$ cat src/rtl/pchr_pkg.sv
// ----------------------------------------------------------------------------
// pchr_pkg
// Shared types, constants and helpers for the pulse count hex reporter.
// ----------------------------------------------------------------------------
package pchr_pkg;

	localparam int unsigned MSG_LEN   = 11;
	localparam int unsigned IDX_W     = 4;
	localparam logic [IDX_W-1:0] LAST_IDX = IDX_W'(MSG_LEN - 1);

	localparam logic [7:0] REPORT_INTERVAL_RST = 8'd7;
	localparam logic [7:0] COMMAND_CHAR_RST    = 8'd68;  // 'D'

	localparam logic [7:0] ASCII_ZERO   = 8'h30;  // '0'
	localparam logic [7:0] ASCII_A_BIAS = 8'h37;  // 'A' - 10

	localparam int unsigned CFG_IDX_W = 8;

	typedef enum logic [CFG_IDX_W-1:0] {
		CFG_REPORT_INTERVAL = 8'd0,
		CFG_COMMAND_CHAR    = 8'd1
	} cfg_idx_t;

	typedef enum logic {
		ACT_COUNT = 1'b0,
		ACT_TICK  = 1'b1
	} action_t;

	typedef struct packed {
		logic       action;
		logic       first_level;
		logic       second_level;
		logic       associated;
		logic [9:0] battery_level;
	} sample_t;

	typedef struct packed {
		logic [7:0] char_out;
		logic       last;
	} report_t;

	// One report to be sent: the datum and the leading command character.
	typedef struct packed {
		logic        load;
		logic [31:0] datum;
		logic [7:0]  command_char;
	} msg_t;

	// Uppercase hex character for one nibble.
	function automatic logic [7:0] hex_char(input logic [3:0] nib);
		if (nib < 4'd10) begin
			return ASCII_ZERO + {4'h0, nib};
		end else begin
			return ASCII_A_BIAS + {4'h0, nib};
		end
	endfunction

endpackage

$ cat src/rtl/pchr_tx.sv
// ----------------------------------------------------------------------------
// pchr_tx
// Report serialiser: holds one message and sends its eleven characters.
// ----------------------------------------------------------------------------
module pchr_tx (
	input  logic             clk,
	input  logic             arst_n,
	input  pchr_pkg::msg_t   msg,
	output logic             free,
	output logic             report_valid,
	input  logic             report_stall,
	output pchr_pkg::report_t report
);

	logic                        busy_q;
	logic [pchr_pkg::IDX_W-1:0]  idx_q;
	logic [31:0]                 datum_q;
	logic [7:0]                  cmd_q;
	logic [7:0]                  byte_sum;
	logic [7:0]                  cks;
	logic [3:0]                  nib;
	logic                        beat;
	logic                        at_last;

	assign beat    = busy_q && !report_stall;
	assign at_last = (idx_q == pchr_pkg::LAST_IDX);
	assign free    = !busy_q || (beat && at_last);

	// Checksum: negated byte sum of the datum.
	assign byte_sum = datum_q[7:0] + datum_q[15:8] + datum_q[23:16] + datum_q[31:24];
	assign cks      = 8'd0 - byte_sum;

	always_comb begin
		case (idx_q)
			4'd1:    nib = cks[7:4];
			4'd2:    nib = cks[3:0];
			4'd3:    nib = datum_q[31:28];
			4'd4:    nib = datum_q[27:24];
			4'd5:    nib = datum_q[23:20];
			4'd6:    nib = datum_q[19:16];
			4'd7:    nib = datum_q[15:12];
			4'd8:    nib = datum_q[11:8];
			4'd9:    nib = datum_q[7:4];
			4'd10:   nib = datum_q[3:0];
			default: nib = 4'h0;
		endcase
	end

	always_comb begin
		report.char_out = (idx_q == '0) ? cmd_q : pchr_pkg::hex_char(nib);
		report.last     = at_last;
	end

	assign report_valid = busy_q;

	always_ff @(posedge clk or negedge arst_n) begin
		if (!arst_n) begin
			busy_q <= 1'b0;
			idx_q  <= '0;
		end else if (msg.load && free) begin
			busy_q <= 1'b1;
			idx_q  <= '0;
		end else if (beat) begin
			// advance; the final beat drops busy
			if (at_last) begin
				busy_q <= 1'b0;
				idx_q  <= '0;
			end else begin
				idx_q <= idx_q + 4'd1;
			end
		end
	end

	always_ff @(posedge clk) begin
		if (msg.load && free) begin
			datum_q <= msg.datum;
			cmd_q   <= msg.command_char;
		end
	end

endmodule

$ cat src/rtl/pulse_count_hex_reporter.sv
// ----------------------------------------------------------------------------
// pulse_count_hex_reporter
// Pulse counter with a periodic eleven-character hexadecimal report.
// ----------------------------------------------------------------------------
// Usage:
//   sample channel (sample_valid / sample_stall / sample): one beat per
//   count event or watchdog tick. A beat is taken whenever stall is low.
//   report channel (report_valid / report_stall / report): one beat per
//   character; a report is eleven beats, the last one flagged.
//   cfg channel (cfg_valid / cfg_ready / cfg_index / cfg_data): register
//   writes, always ready; write only while the block is idle.
// Timing:
//   A sample is registered, then processed from the input register, where
//   a reporting tick is held while the serialiser is busy. A report it
//   triggers shows its first character in the cycle after the serialiser loads it.
//   Samples are taken one per cycle while sample_stall is low. A report holds
//   the serialiser to its last beat; a further reporting tick waits in the
//   input register meanwhile, and count events behind it wait too.
// Reset: pulse and tick counts clear, interval returns to 7, command to 'D'.
// A stall on the report channel freezes the current character.
// ----------------------------------------------------------------------------
module pulse_count_hex_reporter (
	input  logic                              clk,
	input  logic                              arst_n,
	input  logic                              sample_valid,
	output logic                              sample_stall,
	input  pchr_pkg::sample_t                 sample,
	output logic                              report_valid,
	input  logic                              report_stall,
	output pchr_pkg::report_t                 report,
	input  logic                              cfg_valid,
	output logic                              cfg_ready,
	input  logic [pchr_pkg::CFG_IDX_W-1:0]    cfg_index,
	input  logic [7:0]                        cfg_data
);

	// configuration registers
	logic [7:0] interval_q;
	logic [7:0] command_q;

	// input register
	logic              valid_s1;
	pchr_pkg::sample_t sample_s1;

	// counting state
	logic [31:0] pulse_q;
	logic [7:0]  tick_q;

	logic [7:0]     tick_next;
	logic           is_tick;
	logic           exceed;
	logic           wants_report;
	logic           advance;
	logic           tx_free;
	pchr_pkg::msg_t msg;

	assign cfg_ready = 1'b1;

	always_ff @(posedge clk or negedge arst_n) begin
		if (!arst_n) begin
			interval_q <= pchr_pkg::REPORT_INTERVAL_RST;
			command_q  <= pchr_pkg::COMMAND_CHAR_RST;
		end else if (cfg_valid) begin
			case (cfg_index)
				pchr_pkg::CFG_REPORT_INTERVAL: interval_q <= cfg_data;
				pchr_pkg::CFG_COMMAND_CHAR:    command_q  <= cfg_data;
				default: ;
			endcase
		end
	end

	// Decode the held sample. A tick that passes the interval while
	// associated needs the serialiser; hold it until that is free.
	assign is_tick      = (sample_s1.action == pchr_pkg::ACT_TICK);
	assign tick_next    = tick_q + 8'd1;
	assign exceed       = (tick_next > interval_q);
	assign wants_report = is_tick && exceed && sample_s1.associated;
	assign advance      = valid_s1 && (!wants_report || tx_free);
	assign sample_stall = valid_s1 && !advance;

	always_ff @(posedge clk or negedge arst_n) begin
		if (!arst_n) begin
			valid_s1 <= 1'b0;
		end else if (!sample_stall) begin
			valid_s1 <= sample_valid;
		end
	end

	always_ff @(posedge clk) begin
		if (!sample_stall) begin
			sample_s1 <= sample;
		end
	end

	always_ff @(posedge clk or negedge arst_n) begin
		if (!arst_n) begin
			pulse_q <= '0;
			tick_q  <= '0;
		end else if (advance) begin
			if (!is_tick) begin
				// count only when both level samples are high
				if (sample_s1.first_level && sample_s1.second_level) begin
					pulse_q <= pulse_q + 32'd1;
				end
			end else if (exceed) begin
				tick_q <= '0;
				if (sample_s1.associated) begin
					pulse_q <= '0;
				end
			end else begin
				tick_q <= tick_next;
			end
		end
	end

	always_comb begin
		msg.load         = valid_s1 && wants_report;
		msg.datum        = pulse_q + {6'd0, sample_s1.battery_level, 16'd0};
		msg.command_char = command_q;
	end

	pchr_tx u_tx (
		.clk          (clk),
		.arst_n       (arst_n),
		.msg          (msg),
		.free         (tx_free),
		.report_valid (report_valid),
		.report_stall (report_stall),
		.report       (report)
	);

endmodule

$ cat config.mk
export PLATFORM = sky130hd
export DESIGN_NAME = pulse_count_hex_reporter
export DESIGN_NICKNAME = d
export VERILOG_FILES = /design/src/rtl/pchr_pkg.sv /design/src/rtl/pchr_tx.sv /design/src/rtl/pulse_count_hex_reporter.sv
export SDC_FILE = /design/constraint.sdc
export NUM_CORES = 1
export LEC_CHECK = 0
export ABC_CLOCK_PERIOD_IN_PS = 14400
export BUFFER_PORTS_ARGS = -buffer_cell sky130_fd_sc_hd__buf_2
export CORE_UTILIZATION = 60
export DETAILED_ROUTE_END_ITERATION = 7
export PLACE_DENSITY_LB_ADDON = 0.12
export SETUP_SLACK_MARGIN = 0.02
export SLEW_MARGIN = 20
export SYNTH_ARGS = -nofsm -noshare
export SYNTH_HDL_FRONTEND = slang
export SYNTH_SLANG_ARGS = --single-unit
$ cat constraint.sdc
create_clock -name clk -period 14.4 [get_ports clk]
set_input_delay 4.32 -clock clk [delete_from_list [all_inputs] [get_ports clk]]
set_output_delay 4.32 -clock clk [all_outputs]
set_load 0.02 [all_outputs]
==> results of run 1 <==
sequential cells by signal (all words and copies together) (netlist names):
name               cells
interval_q             8
tick_q                 8
command_q              8
u_tx.cmd_q             8
u_tx.datum_q          32
is_tick                1
valid_s1               1
u_tx.report_valid      1
sample_s1             13
pulse_q               32
u_tx.idx_q             4
cell type report:
class                   count  area, um^2  area share [%]
clock buffers              20         435            5.68
clock inverters            12         209            2.73
multi-input cells         438        3180            41.5
well taps                 140         175            2.29
flip-flops and latches    116        3180            41.5
inverters                  66         248            3.23
repair buffers             47         240            3.13
per-layer routing:
layer	up-vias	track usage [%]	share of wire [%]
met4	0	11.0	1.8
met5	-	0	0
met2	157	43.1	48
met1	2443	37.3	45
li1	2397	-	-
met3	27	5.27	4.9
through the flow:
| stage | std cells | worst slack (ns) | hold slack [ns] |
|---|---|---|---|
| after floorplan | 642 | 5.09 | 0.419 |
| after global placement | 807 | 5.00 | 0.429 |
| after detailed placement | 807 | 5.00 | 0.436 |
| after CTS | 839 | 4.99 | 0.450 |
| after global routing | 839 | 4.95 | 0.460 |
| final | 839 | 5.00 | 0.447 |
logic make-up (layout without fill, tap and decap cells):
logic type,Yosys count,count (layout),share of synthesized area [%]
buffers and inverters,88,145,5.12
multiplexers,15,15,2.67
AND/OR/NAND/NOR,199,199,16.3
XOR/XNOR,27,27,3.94
other,1,1,0.0560
adder cells (fa/ha/maj),48,48,10.7
AO/OA/AOI/OAI,148,148,13.8
flip-flops,116,116,47.5
synthesized netlist by cell type, drive strengths merged, types with 8 or more instances:
cell type  instances  area (um^2)
o31ai             12         90.1
clkbuf            14         52.6
fa                15          300
or4               11         82.6
nor2b              8         50.1
inv               66          248
or3               20          125
nand4             12         81.3
o21ai             46          234
nand2             56          210
nor3               8         50.1
xnor2             18          158
nand3             16         85.1
mux2              13          146
dfrtp             57         1430
ha                33          413
edfxtp            54         1620
nor2              28          113
a21o               8         60.1
a21oi             44          220
buf                8         42.5
worst min-delay path by stage:
stage               depth (start not counted)             to  slack, ns    startpoint
floorplan                                   0  u_tx.cmd_q[0]       0.42  command_q[0]
global placement                            0  u_tx.cmd_q[3]       0.43  command_q[3]
detailed placement                          0  u_tx.cmd_q[0]       0.44  command_q[0]
CTS                                         0  u_tx.cmd_q[0]       0.45  command_q[0]
global route                                0  u_tx.cmd_q[0]       0.46  command_q[0]
finish                                      0  u_tx.cmd_q[0]       0.45  command_q[0]
power groups by stage:
stage               registers (W)  clock network [W]  logic, W
finish                   0.000429           0.000459  0.000237
floorplan                0.000399                  0  0.000198
global placement         0.000431                  0  0.000225
detailed placement       0.000433                  0  0.000233
global route             0.000435           0.000477  0.000263
CTS                      0.000427           0.000463  0.000236
cell usage in the layout (no fill, tap or decap), drive strengths merged, types with 11 or more instances in the layout:
master  count
clkbuf     20
nand3      16
nor2       28
xnor2      18
nand2      56
a21oi      44
o21ai      46
nand4      12
dfrtp      57
or3        20
or4        11
ha         33
edfxtp     54
fa         15
inv        66
mux2       13
o31ai      12
buf        47
==> run summary, run 1 <==
Clock power frac -> 40.8%
fin area -> 7660 um^2
DP Area -> 7020 um^2
largest net degree at the start of global routing -> 75
final period utilization -> 65.3%
Crit. End Element -> primary output
CTS Sinks -> 116
DP HPWL -> 10100 um
most repeated library cell on the critical path -> buf_2
HP Class -> reg -> reg
Tmin final -> 9.40 ns
die width -> 108 um
Worst-Skew Late Latency -> 0.51 ns
Static Leakage -> 3.29 nW
Ys Warns -> 0
effective utilization at floorplan -> 61.7%
signal arrival time at the worst endpoint -> 5.08 ns
WL/cell -> 17.2 um
filler instances -> 778
CP Buf/Inv Count -> 2
fin nets -> 769
Psw -> 0.000336 W
TritonCTS Buffers -> 17
DRT Pass-1 Iters -> 5
gpl congestion -> 0.882
core area -> 10800 um^2
Vias/cell -> 5.99
CP Max Fanout -> 4
die area -> 11600 um^2
internal power -> 0.000790 W
PwrDens -> 147 nW/um^2
CP Launch Type -> input pin
Critical R2R Capture -> pulse_q[24]
slowest cell on the critical path -> nor3_1
drc violations -> 0
sequential cell area fraction in the yosys report -> 47.5%
Reg clk slew, reported paths -> 0.05 ns
combinational fraction of design power -> 21.1%
main flop type after synthesis -> dfrtp_1
area grow syn2layout -> 14.5%
worst reg2reg startpoint -> tick_q[0]
RSZ-0062 raised after global routing -> false
Crit path max-delay family -> buffers and inverters
final core occ -> 70.7%
setup TNS -> 0 ns
critical path type -> in -> out
IO buf count -> 45
layout cells sized above 1 -> 15.2%
Max Root-Sink Buffers -> 2
VDD IR max -> 0.000107 V
cts hold-fix bufs -> 0
Power Total -> 0.00113 W
max-cap violation count -> 0
Syn Nets -> 725
CTS resizes -> 0
I/O pin count -> 47
CTS Root Cell -> clkbuf_8
Yosys cell types -> 66
Vias -> 5024
syn avg cell area -> 10.4 um^2
Critical Path Source -> report_stall
Routed Antenna Nets -> 0
DIE HEIGHT -> 108 um
setup violators final -> 0
initial antenna violation count -> 0
Post-Route WL -> 14400 um
Flop pwr share -> 38.1%
number of synthesized flops with an enable pin -> 54
H-tree depth -> 4
vias in the first global route -> 4983
DRC marker count from the first detailed-route iteration -> 427
CP Data Required Time -> 10.08 ns
Post-CTS Setup Repair Bufs -> 0
row count -> 38
CTS tree -> yes
crit-path max cell delay -> 0.31 ns
status -> completed
Total Routing Usage GR -> 27.3%
CP Depth -> 4
endpoints failing hold -> 0
max frequency -> 106 MHz
Slew Limit Fails -> 0
first-pass GRT wire length -> 24100 um
cells along the critical path -> buf_2 -> o21ai_2 -> nor3_1 -> buf_2
Fin Clk Skew -> 0.00919 ns
Async S/R FF share, synth -> 53.4%
CP Capture Point -> sample_stall
worst-margin pin slew -> 0.891 ns
Rel. slew slack -> 40.6%
Sw Ratio -> 29.8%
post-synthesis sequential element count -> 116
R2R Setup Slk -> 10.83 ns
FF-to-FF path depth -> 12
Post-Syn Instances -> 642
post-synthesis cell area -> 6690 um^2
ANT cells -> 0
grt ovf -> 0
No activity file was read; power rests on OpenSTA's default activity.
==> inputs of run 2 (changes only) <==
--- a/config.mk
+++ b/config.mk
@@ -5,9 +5,9 @@
 export SDC_FILE = /design/constraint.sdc
 export NUM_CORES = 1
 export LEC_CHECK = 0
-export ABC_CLOCK_PERIOD_IN_PS = 14400
+export ABC_CLOCK_PERIOD_IN_PS = 8000
 export BUFFER_PORTS_ARGS = -buffer_cell sky130_fd_sc_hd__buf_2
-export CORE_UTILIZATION = 60
+export CORE_UTILIZATION = 55
 export DETAILED_ROUTE_END_ITERATION = 7
 export PLACE_DENSITY_LB_ADDON = 0.12
 export SETUP_SLACK_MARGIN = 0.02
==> constraint.sdc (replaced) <==
create_clock -name clk -period 8 [get_ports clk]
set_input_delay 2.4 -clock clk [delete_from_list [all_inputs] [get_ports clk]]
set_output_delay 2.4 -clock clk [all_outputs]
set_load 0.02 [all_outputs]
==> run summary, run 2 (synthesized netlist as in run 1, its figures left out) <==
R2R Setup Slk -> 4.42 ns (was 10.83 ns)
effective utilization at floorplan -> 57.6% (was 61.7%)
Sw Ratio -> 30.3% (was 29.8%)
setup violators final -> 0 (unchanged)
VDD IR max -> 0.000223 V (was 0.000107 V)
setup TNS -> 0 ns (unchanged)
IO buf count -> 45 (unchanged)
FF-to-FF path depth -> 12 (unchanged)
DRC marker count from the first detailed-route iteration -> 330 (was 427)
Top Registers -> pulse_q x32, u_tx.datum_q x32, sample_s1 x13 (unchanged)
DRT Pass-1 Iters -> 4 (was 5)
worst-margin pin slew -> 0.947 ns (was 0.891 ns)
Clock power frac -> 40.3% (was 40.8%)
most common library cell in the layout ignoring fill and taps -> inv_1 (unchanged)
drc violations -> 0 (unchanged)
initial antenna violation count -> 0 (unchanged)
grt ovf -> 0 (unchanged)
Crit. End Element -> primary output (unchanged)
ANT cells -> 0 (unchanged)
Critical R2R Capture -> pulse_q[25] (was pulse_q[24])
largest net degree at the start of global routing -> 75 (unchanged)
DP Worst Slack -> 1.41 ns (was 5.00 ns)
core area -> 11600 um^2 (was 10800 um^2)
first-pass GRT wire length -> 24300 um (was 24100 um)
Post-Route WL -> 14400 um (about the same)
CTS tree -> yes (unchanged)
gpl congestion -> 0.908 (was 0.882)
DP HPWL -> 10500 um (was 10100 um)
Reg clk slew, reported paths -> 0.05 ns (about the same)
Vias -> 4921 (was 5024)
Psw -> 0.000609 W (was 0.000336 W)
max-cap violation count -> 0 (unchanged)
Post-CTS Setup Repair Bufs -> 0 (unchanged)
CTS Sinks -> 116 (unchanged)
max frequency -> 143 MHz
filler instances -> 916 (was 778)
combinational fraction of design power -> 21.4% (was 21.1%)
HP Class -> reg -> reg (unchanged)
Tmin final -> 7.01 ns
CTS resizes -> 0 (unchanged)
Cells after DPL -> 810 (was 807)
Final Worst Setup Slack -> 0.992 ns (was 5.00 ns)
hold path endpoint -> u_tx.cmd_q[7] (was u_tx.cmd_q[0])
Power Total -> 0.00201 W (was 0.00113 W)
Routed Antenna Nets -> 0 (unchanged)
fin area -> 7660 um^2 (about the same)
signal arrival time at the worst endpoint -> 4.61 ns (was 5.08 ns)
FF+latch area -> 3180 um^2 (unchanged)
fin nets -> 769 (unchanged)
RSZ-0062 raised after global routing -> false (unchanged)
die area -> 12600 um^2 (was 11600 um^2)
worst reg2reg startpoint -> tick_q[0] (unchanged)
row count -> 39 (was 38)
vias in the first global route -> 4925 (was 4983)
Flop pwr share -> 38.3% (was 38.1%)
cts hold-fix bufs -> 0 (unchanged)
Rel. slew slack -> 36.9% (was 40.6%)
commonest non-fill, non-tap cells in the layout -> 65 x inv_1, 57 x dfrtp_1, 56 x nand2_1 (unchanged)
CP Max Fanout -> 3 (was 4)
Fin Clk Skew -> 0.00609 ns (was 0.00919 ns)
multi-input logic area -> 3180 um^2 (unchanged)
DIE HEIGHT -> 112 um (was 108 um)
PwrDens -> 262 nW/um^2 (was 147 nW/um^2)
DP Area -> 7020 um^2 (about the same)
Slew Limit Fails -> 0 (unchanged)
status -> completed (unchanged)
hold path startpoint -> command_q[7] (was command_q[0])
Total Routing Usage GR -> 25.1% (was 27.3%)
CP Launch Type -> register (was input pin)
Critical Path Source -> u_tx.datum_q[9] (was report_stall)
layout cells sized above 1 -> 15.6% (was 15.2%)
area grow syn2layout -> 14.5% (about the same)
CP Data Required Time -> 5.60 ns (was 10.08 ns)
internal power -> 0.00140 W (was 0.000790 W)
H-tree depth -> 4 (unchanged)
critical path type -> reg -> out (was in -> out)
final period utilization -> 87.6%
Static Leakage -> 3.29 nW (about the same)
TritonCTS Buffers -> 17 (unchanged)
WL/cell -> 17.1 um (was 17.2 um)
Worst-Skew Late Latency -> 0.41 ns (was 0.51 ns)
CTS Root Cell -> clkbuf_16 (was clkbuf_8)
endpoints failing hold -> 0 (unchanged)
Max Root-Sink Buffers -> 2 (unchanged)
die width -> 112 um (was 108 um)
I/O pin count -> 47 (unchanged)
Vias/cell -> 5.84 (was 5.99)
fin cells -> 842 (was 839)
hold path depth -> 0 (unchanged)
[run 2: cell types whose count changed in the layout (fill, tap and decap cells not counted)]
cell | previous run | this run
bufinv_16 | 6 | 5
clkinv_1 | 3 | 1
clkinv_2 | 2 | 3
clkinv_4 | 0 | 3
clkbuf_8 | 2 | 0
clkbuf_16 | 16 | 17
clkinvlp_4 | 1 | 2
clkbuf_1 | 2 | 1
[run 2: cell type report]
class	instances	area share [%]
flip-flops and latches	116	41.5
repair buffers	47	3.14
well taps	143	2.34
inverters	66	3.23
clock inverters	14	2.74
multi-input cells	438	41.5
clock buffers	18	5.60
[run 2: metrics by stage]
stage	hold slack [ns]	util (%)
CTS	0.438	66.0
global placement	0.426	60.5
finish	0.439	66.0
detailed placement	0.431	60.5
floorplan	0.419	-
global route	0.440	66.0
[run 2: worst max-delay path: stages (launching register included)]
cell      delay (ns)
edfxtp_1        0.34
inv_1           0.06
fa_1            0.54
inv_1           0.06
fa_1            0.44
fa_1            0.51
inv_1           0.04
ha_1            0.23
fa_1            0.40
xor2_1          0.15
nor2_1          0.08
a211o_1         0.12
a21oi_1         0.08
nor3_1          0.35
ha_1            0.25
a21oi_1         0.07
o21a_1          0.19
a21o_1          0.15
buf_2           0.15
[run 2: worst max-delay path by stage]
stage / endpoint / slack (ns) / cells after the start
after floorplan: report[5] / 1.72 / 17
after global placement: report[1] / 1.53 / 15
after detailed placement: report[7] / 1.41 / 18
after CTS: report[7] / 0.96 / 18
after global routing: report[7] / 0.74 / 18
final: report[7] / 0.99 / 18
[run 2: metal layers]
layer | track usage, % | share of wire (%)
met1 | 34.5 | 48
met5 | 0 | 0
met2 | 39.7 | 47
met3 | 4.91 | 3.3
met4 | 9.69 | 1.5
[run 2: power by group through the flow]
stage | Combinational (W) | Clock, W | Sequential (W)
finish | 0.000431 | 0.000809 | 0.000770
global route | 0.000480 | 0.000847 | 0.000780
CTS | 0.000430 | 0.000822 | 0.000767
detailed placement | 0.000428 | 0 | 0.000779
global placement | 0.000411 | 0 | 0.000776
floorplan | 0.000356 | 0 | 0.000718
